## config.mk

```make
export PLATFORM = sky130hd
export DESIGN_NAME = variable_width_wrapping_alu
export DESIGN_NICKNAME = d
export VERILOG_FILES = /design/src/rtl/vwalu_pkg.sv /design/src/rtl/variable_width_wrapping_alu.sv
export SDC_FILE = /design/constraint.sdc
export NUM_CORES = 1
export LEC_CHECK = 0
export BUFFER_PORTS_ARGS = -buffer_cell sky130_fd_sc_hd__buf_2
export CAP_MARGIN = 15
export CELL_PAD_IN_SITES_DETAIL_PLACEMENT = 0
export CELL_PAD_IN_SITES_GLOBAL_PLACEMENT = 2
export CORE_MARGIN = 2
export CORE_UTILIZATION = 37
export CTS_BUF_LIST = sky130_fd_sc_hd__clkbuf_2 sky130_fd_sc_hd__clkbuf_4 sky130_fd_sc_hd__clkbuf_8
export CTS_CLUSTER_SIZE = 16
export DETAILED_ROUTE_END_ITERATION = 10
export PLACE_DENSITY_LB_ADDON = 0.08
export SYNTH_ARGS = -nofsm -noshare
export SYNTH_HDL_FRONTEND = slang
export SYNTH_SLANG_ARGS = --single-unit
```

## constraint.sdc

```tcl
create_clock -name i_clk -period 6.9 [get_ports i_clk]
set_clock_uncertainty 0.05 [all_clocks]
set_input_delay 0.69 -clock i_clk [delete_from_list [all_inputs] [get_ports i_clk]]
set_output_delay 0.69 -clock i_clk [all_outputs]
set_load 0.02 [all_outputs]
```

## src/rtl/vwalu_pkg.sv

```systemverilog
// Shared constants, function codes and width-wrap helper for the wrapping ALU.
package vwalu_pkg;

    localparam int DATA_W  = 16;
    localparam int WIDTH_W = 5;
    localparam int FUNC_W  = 2;

    localparam logic [WIDTH_W-1:0] MAX_WIDTH = 5'd16;

    localparam logic [FUNC_W-1:0] FUNC_ADD  = 2'd0;
    localparam logic [FUNC_W-1:0] FUNC_SUB  = 2'd1;
    localparam logic [FUNC_W-1:0] FUNC_MUL  = 2'd2;
    localparam logic [FUNC_W-1:0] FUNC_FACT = 2'd3;

    typedef logic [DATA_W-1:0] t_word;

    // Keep the low w bits of x and copy bit w-1 into all bits above; w is 1..16.
    function automatic t_word wrap_word(input t_word x, input logic [WIDTH_W-1:0] w);
        t_word      v;
        logic [3:0] sidx;
        logic       sbit;
        sidx = 4'(w - 5'd1);
        sbit = x[sidx];
        for (int k = 0; k < DATA_W; k++) begin
            v[k] = (5'(k) < w) ? x[k] : sbit;
        end
        return v;
    endfunction

endpackage

```

## src/rtl/variable_width_wrapping_alu.sv

```systemverilog
// Top level: configurable-width wrapping ALU with one shared adder and multiplier.
// Add, subtract, multiply and a negative factorial are registered through the execute and
// done states and show on m_axis once the output slot is free. Factorial of n >= 0 runs one
// multiply per cycle through the shared 16x16 multiplier until the counter passes n or the
// product is zero; at 16 bits the product wraps to zero after the multiply by 18. Throughput:
// one item at a time; s_axis_tready is high only while the sequencer is idle. Reset
// (i_rst_n low at a clock edge): sequencer idles, output drops valid, width goes to 16.
module variable_width_wrapping_alu (
    input  logic                           i_clk,
    input  logic                           i_rst_n,
    input  logic                           i_cfg_we,
    input  logic [vwalu_pkg::WIDTH_W-1:0]  i_cfg_wdata,    // width_bits
    input  logic                           s_axis_tvalid,
    output logic                           s_axis_tready,
    input  logic [2*vwalu_pkg::DATA_W-1:0] s_axis_tdata,   // operand_a, operand_b
    input  logic [vwalu_pkg::FUNC_W-1:0]   s_axis_tuser,   // func
    output logic                           m_axis_tvalid,
    input  logic                           m_axis_tready,
    output logic [vwalu_pkg::DATA_W-1:0]   m_axis_tdata    // result
);
    import vwalu_pkg::*;

    localparam logic [1:0] ST_IDLE = 2'd0;
    localparam logic [1:0] ST_EXEC = 2'd1;
    localparam logic [1:0] ST_FACT = 2'd2;
    localparam logic [1:0] ST_DONE = 2'd3;

    logic [1:0]          r_state, n_state;
    logic [WIDTH_W-1:0]  r_width;
    logic [FUNC_W-1:0]   r_func;
    t_word               r_a, n_a;
    t_word               r_b, n_b;
    t_word               r_acc, n_acc;
    logic                r_out_valid, n_out_valid;
    t_word               r_out, n_out;

    logic [WIDTH_W-1:0]  w_act;
    logic                in_fire;
    logic                is_sub;
    t_word               addend;
    t_word               sum;
    t_word               mul_x;
    logic [2*DATA_W-1:0] prod;
    logic                out_free;

    always_comb begin
        if (r_width == '0) begin
            w_act = 5'd1;
        end else if (r_width > MAX_WIDTH) begin
            w_act = MAX_WIDTH;
        end else begin
            w_act = r_width;
        end
    end

    assign in_fire  = s_axis_tvalid && s_axis_tready;
    assign out_free = !r_out_valid || m_axis_tready;

    // Shared arithmetic: one adder and one 16x16 multiplier.
    assign is_sub = (r_func == FUNC_SUB);
    assign addend = is_sub ? ~r_b : r_b;
    assign sum    = DATA_W'(r_a + addend + t_word'(is_sub));
    assign mul_x  = (r_state == ST_FACT) ? r_acc : r_a;
    assign prod   = mul_x * r_b;

    always_comb begin
        n_state     = r_state;
        n_a         = r_a;
        n_b         = r_b;
        n_acc       = r_acc;
        n_out_valid = r_out_valid;
        n_out       = r_out;
        if (r_out_valid && m_axis_tready) begin
            n_out_valid = 1'b0;
        end
        case (r_state)
            ST_IDLE: begin
                if (in_fire) begin
                    n_a     = s_axis_tdata[DATA_W-1:0];
                    n_b     = s_axis_tdata[2*DATA_W-1:DATA_W];
                    n_state = ST_EXEC;
                end
            end
            ST_EXEC: begin
                n_state = ST_DONE;
                case (r_func)
                    FUNC_ADD, FUNC_SUB: n_acc = wrap_word(sum, w_act);
                    FUNC_MUL:           n_acc = wrap_word(prod[DATA_W-1:0], w_act);
                    FUNC_FACT: begin
                        if (r_a[DATA_W-1]) begin
                            n_acc = '0;
                        end else begin
                            // Start the running product at 1 and the step counter at 2.
                            n_acc   = wrap_word(t_word'(1), w_act);
                            n_b     = t_word'(2);
                            n_state = ST_FACT;
                        end
                    end
                    default: n_acc = '0;
                endcase
            end
            ST_FACT: begin
                // Stop once the counter passes n or the product has wrapped to zero.
                if (r_acc == '0 || r_b > r_a) begin
                    n_state = ST_DONE;
                end else begin
                    n_acc = wrap_word(prod[DATA_W-1:0], w_act);
                    n_b   = DATA_W'(r_b + t_word'(1));
                end
            end
            ST_DONE: begin
                if (out_free) begin
                    n_out_valid = 1'b1;
                    n_out       = r_acc;
                    n_state     = ST_IDLE;
                end
            end
            default: n_state = ST_IDLE;
        endcase
    end

    always_ff @(posedge i_clk) begin
        if (!i_rst_n) begin
            r_state     <= ST_IDLE;
            r_out_valid <= 1'b0;
            r_width     <= MAX_WIDTH;
        end else begin
            r_state     <= n_state;
            r_out_valid <= n_out_valid;
            if (i_cfg_we) begin
                r_width <= i_cfg_wdata;
            end
        end
    end

    always_ff @(posedge i_clk) begin
        r_a   <= n_a;
        r_b   <= n_b;
        r_acc <= n_acc;
        r_out <= n_out;
        if (in_fire) begin
            r_func <= s_axis_tuser;
        end
    end

    assign s_axis_tready = (r_state == ST_IDLE);
    assign m_axis_tvalid = r_out_valid;
    assign m_axis_tdata  = r_out;

endmodule

```

==> reports/metrics.csv, run 1 <==
metric,value,unit
Tot GR Track Use,22.95,%
"count leader, synth",inv_1,
Post-synth EDFFs,66,
routed via count,7632,
Setup crit end kind,flip-flop,
Hold Path Class,input port to flip-flop,
first-pass GRT wire length,45040,µm
# IOs,62,
worst setup path class,flip-flop to flip-flop,
leading cell types by count after synthesis,"inv_1, nand2_1, ha_1",
Post-Syn Area,9384,µm²
worst skew pair latency,0.37,ns
max_cap viols,0,
final core occ,44.99,%
cts hold-fix bufs,0,
setup_tns,0,ns
Root Buffer,clkbuf_8,
RePlAce Congestion,0.8560,
Layout area overhead,20.03,%
drt first-iter violations,565,
min cycle time layout,6.772,ns
startpoint type of the worst setup path,flip-flop,
"top cells by area, synth","edfxtp_1, fa_1, ha_1, inv_1, xnor2_1",
Hold Path Cell Cnt,1,
CTS tree,built,
core area,25040,µm²
row count,58,
# setup viols final,0,
mean area per synthesized cell,9.137,µm²
Reg-to-Reg Start,r_state[0]$_SDFFE_PN0P_,
relative slew slack,23.35,%
# diodes,0,
Syn Nets,1238,
sequential area share after synthesis,22.83,%
clock slew seen by the registers of the worst setup and hold paths,0.09,ns
# fillers,2532,
Synth cell types,65,
Seq cells post-synth,74,
layout net count,1361,
worst r2r path cells,26,
top cell type's share of synthesized area,21.12,%
Max clock buf depth,2,
chip height,163.3,µm
status,"finished, final reports clean",
ys async rst share,0,%
wire per inst,20.21,µm
clock sink count,74,
Final period util,98.14,%
Die W,163.3,µm
FF-to-FF End,r_acc[12]$_DFFE_PP_,
share of layout cells above drive strength 1,22.08,%
CP max FO,6,
predominant post-synthesis flop cell,edfxtp_1,
Final Hold Viols,0,
drt first pass iters,5,
arrival time at the worst endpoint,6.91,ns
Non-Filler Instances,1485,
Via-to-Cell Ratio,5.139,
DP HPWL,24650,µm
Synth Warn #,0,
CTS Buf Count,9,
Synth area leader,edfxtp_1,
die footprint,26650,µm²
initial antenna violation count,1,
highest clock rate,0.1477,GHz
DP Cell Count,1449,
Hold Path End,r_a[6]$_DFFE_PP_,
startpoint of the worst hold path,s_axis_tdata[6],
vias in the first global route,7532,
WP data required,7.04,ns
Register Area,2143,µm²
unrepaired setup endpoints after global routing,yes,
Overflow after GRT,0,
post-route antenna net violation count,0,
Multi-input gate area,6784,µm²
max-slew violation count,0,
DRC,0,
largest net degree at the start of global routing,20,
drt total wl,30010,µm
Mapped Cells,1027,
flop-to-flop setup slack,0.13,ns
PortBufs,61,
Worst-Margin Slew,1.146,ns
H-tree depth,3,
Initial Util,37.48,%
state kept, by name, indices dropped and copies added, names as in the netlist:
signal         count
m_axis_tdata      16
r_func             2
m_axis_tvalid      1
r_a               16
r_acc             16
r_width            5
r_b               16
r_state            2
worst max-delay path by stage:
stage | startpoint | end | slack [ns] | cells after the start
2_1_floorplan | r_state[0]$_SDFFE_PN0P_ | r_acc[5]$_DFFE_PP_ | 0.01 | 30
3_3_place_gp | r_state[0]$_SDFFE_PN0P_ | r_acc[1]$_DFFE_PP_ | -0.11 | 26
3_5_place_dp | r_state[0]$_SDFFE_PN0P_ | r_acc[1]$_DFFE_PP_ | -0.18 | 26
4_1_cts | r_state[0]$_SDFFE_PN0P_ | r_acc[1]$_DFFE_PP_ | 0.02 | 28
5_1_grt | r_state[0]$_SDFFE_PN0P_ | r_acc[1]$_DFFE_PP_ | -0.06 | 27
6_report | r_state[0]$_SDFFE_PN0P_ | r_acc[12]$_DFFE_PP_ | 0.13 | 26
timing repair:
action | 4_1_cts | 5_1_grt
buffers inserted | 7 | 14
pin swaps | 26 | 46
endpoints found under the setup margin | 10 | 10
resized for setup | 33 | 43
stage by stage:
stage | cell area, µm² | hold WS, ns | setup WS, ns
final | 11260 | 0.4386 | 0.1285
after global routing | 11260 | 0.4256 | -0.06345
after CTS | 10980 | 0.4202 | 0.01523
after detailed placement | 10550 | 0.4356 | -0.1830
after global placement | 10550 | 0.4338 | -0.1090
after floorplan | 9415 | 0.3944 | 0.01343
cells in the final DEF, fill, tap and decap left out, types with 27 or more instances in the layout:
cell type    n
a21oi_1     41
and2_1      66
buf_2       61
buf_4       88
edfxtp_1    66
fa_1        75
ha_1        77
inv_1      146
nand2_1     99
nor2_1      44
xnor2_1     49
xor2_1      27
logic make-up (layout without fill, tap and decap cells):
family                     Yosys count  in the layout  synth area share (%)
AOI/OAI and AO/OA                  174            174                 12.19
xor gates and xnor gates            84             84                 8.160
adders and majority gates          167            167                 28.75
buffers and inverters              202            330                 8.280
DFF                                 74             74                 22.83
muxes                               36             36                 4.453
and+or+nand+nor                    290            290                 15.35
metal layers:
metal  part of all wire (%)  track usage [%]
met4                    1.6            5.229
met5                      0                0
met2                     48            37.88
met1                     47            32.91
met3                    3.7            1.676
final cells by class:
type                       instances  area share, %
sequential                        74          19.03
inverter                         154          5.132
multi-input combinational        751          60.23
clock buffer                       9          1.100
timing repair buffer             160          10.02
clock inverter                     7         0.8220
tap                              330          3.666
critical path, stage by stage (launching register included):
cell and delay (ns):
dfxtp_2 0.33, inv_2 0.07, ha_4 0.21, buf_6 0.15, mux2_4 0.35, and2_4 0.17
fa_1 0.53, inv_1 0.05, fa_1 0.53, fa_1 0.43, fa_1 0.49, inv_1 0.05
fa_1 0.49, inv_2 0.04, fa_1 0.55, inv_2 0.05, ha_4 0.30, nand2_4 0.07
a211oi_4 0.19, nand2b_4 0.18, a21oi_4 0.06, xnor2_2 0.23, mux2i_1 0.12, o311ai_1 0.34
a21o_2 0.27, mux2i_1 0.10, o22ai_1 0.19
Power of run 1 is not shown: default switching activity piles up to over one toggle a cycle in this logic, so the estimate is an artifact.
==> run 2, diff against run 1 <==
--- a/config.mk
+++ b/config.mk
@@ -14,6 +14,7 @@
 export CTS_BUF_LIST = sky130_fd_sc_hd__clkbuf_2 sky130_fd_sc_hd__clkbuf_4 sky130_fd_sc_hd__clkbuf_8
 export CTS_CLUSTER_SIZE = 16
 export DETAILED_ROUTE_END_ITERATION = 10
+export MAX_ROUTING_LAYER = met4
 export PLACE_DENSITY_LB_ADDON = 0.08
 export SYNTH_ARGS = -nofsm -noshare
 export SYNTH_HDL_FRONTEND = slang
==> run 2 against run 1 <==
Global-route usage increased by 0.69 points. First-iteration DRC count decreased by 18%. Non-clock buffer count decreased by 2. Final area decreased by 0.13%. Via count decreased by 0.93%. Fmax decreased by 0.44%. Die area unchanged.
==> reports/metrics.csv, run 2 (synthesis gave the netlist of run 1 again) <==
metric,value,unit,change
status,"finished, final reports clean",,unchanged
CP max FO,6,,unchanged
RePlAce Congestion,0.8697,,was 0.8560
drt total wl,29880,µm,"was 30,010 µm"
DRC,0,,unchanged
row count,58,,unchanged
Worst-Margin Slew,1.112,ns,was 1.146 ns
cts hold-fix bufs,0,,unchanged
die footprint,26650,µm²,unchanged
post-route antenna net violation count,0,,unchanged
max-slew violation count,0,,unchanged
min cycle time layout,6.802,ns,was 6.772 ns
highest clock rate,0.1470,GHz,was 0.1477 GHz
largest net degree at the start of global routing,20,,unchanged
DP HPWL,24650,µm,unchanged
Initial Util,37.48,%,unchanged
# diodes,0,,unchanged
share of layout cells above drive strength 1,22.12,%,was 22.08%
max_cap viols,0,,unchanged
startpoint of the worst hold path,s_axis_tdata[6],,unchanged
Multi-input gate area,6771,µm²,was 6784 µm²
drt first-iter violations,461,,was 565
Setup crit end kind,flip-flop,,unchanged
drt first pass iters,5,,unchanged
first-pass GRT wire length,45100,µm,"was 45,040 µm"
worst r2r path cells,27,,was 26
Root Buffer,clkbuf_8,,unchanged
Final period util,98.57,%,was 98.14%
Overflow after GRT,0,,unchanged
FF-to-FF End,r_acc[5]$_DFFE_PP_,,was r_acc[12]$_DFFE_PP_
Hold Path Class,input port to flip-flop,,unchanged
# setup viols final,0,,unchanged
# fillers,2547,,"was 2,532"
"most common cell after layout, fill and taps aside",inv_1,,unchanged
Reg-to-Reg Start,r_state[0]$_SDFFE_PN0P_,,unchanged
flop-to-flop setup slack,0.1,ns,was 0.13 ns
Layout area overhead,19.87,%,was 20.03%
worst setup path class,flip-flop to flip-flop,,unchanged
startpoint type of the worst setup path,flip-flop,,unchanged
unrepaired setup endpoints after global routing,yes,,unchanged
core area,25040,µm²,unchanged
CTS Buf Count,9,,unchanged
vias in the first global route,7516,,"was 7,532"
WP data required,7.05,ns,was 7.04 ns
PortBufs,61,,unchanged
chip height,163.3,µm,unchanged
initial antenna violation count,1,,unchanged
Hold Path Cell Cnt,1,,unchanged
Max clock buf depth,2,,unchanged
CTS tree,built,,unchanged
Via-to-Cell Ratio,5.098,,was 5.139
clock sink count,74,,unchanged
Hold Path End,r_a[6]$_DFFE_PP_,,unchanged
clock slew seen by the registers of the worst setup and hold paths,0.09,ns,about the same
H-tree depth,3,,unchanged
Final Hold Viols,0,,unchanged
Die W,163.3,µm,unchanged
routed via count,7561,,"was 7,632"
layout net count,1359,,"was 1,361"
relative slew slack,25.59,%,was 23.35%
Register Area,2143,µm²,unchanged
"commonest cells after routing, fill and taps aside","inv_1, nand2_1, buf_4",,unchanged
# IOs,62,,unchanged
setup_tns,0,ns,unchanged
wire per inst,20.14,µm,was 20.21 µm
Tot GR Track Use,23.64,%,was 22.95%
arrival time at the worst endpoint,6.96,ns,was 6.91 ns
worst skew pair latency,0.37,ns,about the same
run 2: cell count changes in the layout (fill, tap and decap cells not counted), sizes merged:
cell / delta
buf: -2
run 2: what timing repair did:
action,in CTS,in global routing
gates resized for setup,33,43
endpoints found under the setup margin,10,10
buffers inserted,7,12
pin swaps,26,47
run 2: area by class of cell:
type / instances / share of cell area [%]
Multi-Input combinational cell: 751 / 60.20
Timing Repair Buffer: 158 / 10.01
Sequential cell: 74 / 19.05
Tap cell: 330 / 3.671
Inverter: 154 / 5.139
Clock inverter: 7 / 0.8231
Clock buffer: 9 / 1.101
run 2: worst max path at each step:
| stage | startpoint | to | slack (ns) | cells past startpoint |
|---|---|---|---|---|
| 2_1_floorplan | r_state[0]$_SDFFE_PN0P_ | r_acc[5]$_DFFE_PP_ | 0.01 | 30 |
| 3_3_place_gp | r_state[0]$_SDFFE_PN0P_ | r_acc[1]$_DFFE_PP_ | -0.11 | 26 |
| 3_5_place_dp | r_state[0]$_SDFFE_PN0P_ | r_acc[1]$_DFFE_PP_ | -0.18 | 26 |
| 4_1_cts | r_state[0]$_SDFFE_PN0P_ | r_acc[1]$_DFFE_PP_ | 0.02 | 28 |
| 5_1_grt | r_state[0]$_SDFFE_PN0P_ | r_acc[1]$_DFFE_PP_ | -0.09 | 28 |
| 6_report | r_state[0]$_SDFFE_PN0P_ | r_acc[5]$_DFFE_PP_ | 0.1 | 27 |
run 2: metal layers:
metal | up-vias | share of wire (%) | global-route usage, %
met5 | - | 0 | -
met4 | 0 | 1.5 | 5.229
met3 | 20 | 3.7 | 1.676
met2 | 159 | 48 | 37.76
met1 | 3708 | 47 | 33.05
li1 | 3674 | - | -
run 2: metrics by stage:
step           hold WS [ns]  std cells  util (%)  cell area (µm²)  setup WS [ns]
2_1_floorplan        0.3944       1027         -             9415        0.01343
3_3_place_gp         0.4338       1449     42.13            10550        -0.1090
3_5_place_dp         0.4356       1449     42.13            10550        -0.1830
4_1_cts              0.4202       1472     43.87            10980        0.01523
5_1_grt              0.4256       1483     44.93            11250       -0.08966
6_report             0.4402       1483     44.93            11250        0.09846
run 2: critical path, cell delays in order (launching register included):
cell      delay (ns)
dfxtp_2         0.33
inv_2           0.07
ha_4            0.21
buf_6           0.15
mux2_4          0.35
buf_6           0.13
and2_4          0.14
fa_1            0.51
inv_2           0.04
fa_2            0.46
fa_2            0.52
inv_1           0.04
ha_1            0.32
fa_1            0.55
inv_1           0.07
fa_1            0.56
inv_1           0.07
ha_4            0.29
nand2_4         0.06
a211oi_4        0.26
nand2b_4        0.20
a21oi_4         0.06
xnor2_2         0.22
mux2i_1         0.11
o311ai_1        0.32
a21o_2          0.26
a21oi_4         0.10
a32oi_1         0.21
Power of run 2 is left out for the same reason.
==> run 3, diff against run 2 <==
--- a/config.mk
+++ b/config.mk
@@ -10,7 +10,7 @@
 export CELL_PAD_IN_SITES_DETAIL_PLACEMENT = 0
 export CELL_PAD_IN_SITES_GLOBAL_PLACEMENT = 2
 export CORE_MARGIN = 2
-export CORE_UTILIZATION = 37
+export CORE_UTILIZATION = 44
 export CTS_BUF_LIST = sky130_fd_sc_hd__clkbuf_2 sky130_fd_sc_hd__clkbuf_4 sky130_fd_sc_hd__clkbuf_8
 export CTS_CLUSTER_SIZE = 16
 export DETAILED_ROUTE_END_ITERATION = 10
==> constraint.sdc (replaced) <==
create_clock -name i_clk -period 8.8 [get_ports i_clk]
set_clock_uncertainty 0.05 [all_clocks]
set_input_delay 0.88 -clock i_clk [delete_from_list [all_inputs] [get_ports i_clk]]
set_output_delay 0.88 -clock i_clk [all_outputs]
set_load 0.02 [all_outputs]
==> run 3 against run 2 <==
Routed wire length fell by 7.9%. Highest routed layer unchanged. Final area down 9.6%. Worst hold slack improved by 0.0026 ns. Core utilization increased by 3.6 points. Count of clock-buffer cells in the layout rose by 1. Cell count shrank 9.6%. First-iteration DRC count decreased by 3.5%. Via count shrank 2.6%.
==> reports/metrics.csv, run 3 (synthesis gave the netlist of run 1 again) <==
metric,value,unit,change
status,"finished, final reports clean",,unchanged
startpoint type of the worst setup path,flip-flop,,unchanged
drt first pass iters,5,,unchanged
PortBufs,61,,unchanged
drt first-iter violations,445,,was 461
worst setup path class,flip-flop to flip-flop,,unchanged
Root Buffer,clkbuf_8,,unchanged
CP max FO,19,,was 6
initial antenna violation count,0,,was 1
DP HPWL,21670,µm,"was 24,650 µm"
Setup crit end kind,flip-flop,,unchanged
vias in the first global route,7269,,"was 7,516"
"most common cell after layout, fill and taps aside",inv_1,,unchanged
CTS tree,built,,unchanged
worst skew pair latency,0.37,ns,about the same
clock slew seen by the registers of the worst setup and hold paths,0.08,ns,was 0.09 ns
Initial Util,44.78,%,was 37.48%
arrival time at the worst endpoint,7.72,ns,was 6.96 ns
relative slew slack,27.89,%,was 25.59%
Max clock buf depth,2,,unchanged
cts hold-fix bufs,0,,unchanged
post-CTS sizing,0,,was 33
Via-to-Cell Ratio,5.492,,was 5.098
"commonest cells after routing, fill and taps aside","inv_1, nand2_1, ha_1",,"was inv_1, nand2_1, buf_4"
row count,53,,was 58
postcts setup bufs,0,,was 7
Die W,150.0,µm,was 163.3 µm
layout net count,1273,,"was 1,359"
Final period util,87.09,%,was 98.57%
Tot GR Track Use,26.26,%,was 23.64%
core area,20960,µm²,"was 25,040 µm²"
# IOs,62,,unchanged
min cycle time layout,7.664,ns,was 6.802 ns
max_cap viols,0,,unchanged
max-slew violation count,0,,unchanged
# setup viols final,0,,unchanged
chip height,150.0,µm,was 163.3 µm
RePlAce Congestion,0.8522,,was 0.8697
post-route antenna net violation count,0,,unchanged
routed via count,7365,,"was 7,561"
Final Hold Viols,0,,unchanged
Hold Path Class,flip-flop to flip-flop,,was input port to flip-flop
Overflow after GRT,0,,unchanged
CTS Buf Count,9,,unchanged
Layout area overhead,8.307,%,was 19.87%
drt total wl,27520,µm,"was 29,880 µm"
H-tree depth,3,,unchanged
wire per inst,20.52,µm,was 20.14 µm
die footprint,22510,µm²,"was 26,650 µm²"
largest net degree at the start of global routing,22,,was 20
unrepaired setup endpoints after global routing,no,,was yes
Worst-Margin Slew,1.077,ns,was 1.112 ns
clock sink count,74,,unchanged
highest clock rate,0.1305,GHz,was 0.1470 GHz
setup_tns,0,ns,unchanged
first-pass GRT wire length,42730,µm,"was 45,100 µm"
# diodes,0,,unchanged
WP data required,8.85,ns,was 7.05 ns
DRC,0,,unchanged
share of layout cells above drive strength 1,11.07,%,was 22.12%
-- run 3: final cells by class --
class | count | area [µm²]
Clock buffer | 10 | 131.4
Clock inverter | 5 | 103.9
Fill cell | 2106 | 10790
Inverter | 154 | 578.1
Multi-Input combinational cell | 751 | 6476
Sequential cell | 74 | 2142
Tap cell | 275 | 344.1
Timing Repair Buffer | 72 | 387.9
-- run 3: worst max-delay path, stage by stage (launching register included) --
cell and delay, ns:
dfxtp_1 0.33, inv_1 0.13, ha_2 0.53, mux2_2 0.48
and2_1 0.20, fa_1 0.50, inv_1 0.06, fa_1 0.56
fa_1 0.43, fa_1 0.49, inv_1 0.05, fa_1 0.57
inv_1 0.08, fa_1 0.55, inv_1 0.05, ha_1 0.38
a21oi_1 0.26, o21ai_0 0.12, a21oi_1 0.20, o21ai_0 0.14
xnor2_1 0.25, a221oi_1 0.12, nand3_1 0.12, o311ai_1 0.10
a21o_2 0.29, a21oi_4 0.23, a32oi_1 0.12
-- run 3: worst paths after layout --
kind / depth (start not counted) / from / slack (ns) / endpoint
worst max-delay path: 26 / r_state[0]$_SDFFE_PN0P_ / 1.14 / r_acc[5]$_DFFE_PP_
worst min-delay path: 0 / r_acc[2]$_DFFE_PP_ / 0.44 / m_axis_tdata[2]$_DFFE_PP_
worst max register to register: 26 / r_state[0]$_SDFFE_PN0P_ / 1.14 / r_acc[5]$_DFFE_PP_
worst min register to register: 0 / r_acc[2]$_DFFE_PP_ / 0.44 / m_axis_tdata[2]$_DFFE_PP_
-- run 3: metal layers --
layer,track usage (%),part of all wire [%],vias up
met5,-,0,-
met4,6.415,1.8,0
met3,2.317,4.6,30
met2,42.88,48,216
met1,35.50,45,3619
li1,-,-,3500
-- run 3: through the flow --
step / cells / cell area (µm²) / setup WS (ns) / hold slack (ns) / util, %
2_1_floorplan: 1027 / 9384 / 1.617 / 0.3944 / -
3_3_place_gp: 1326 / 9928 / 1.268 / 0.4226 / 47.38
3_5_place_dp: 1326 / 9928 / 1.172 / 0.4283 / 47.38
4_1_cts: 1341 / 10160 / 1.127 / 0.4464 / 48.50
5_1_grt: 1341 / 10160 / 0.7319 / 0.4726 / 48.50
6_report: 1341 / 10160 / 1.136 / 0.4429 / 48.50
Power of run 3 is left out for the same reason.
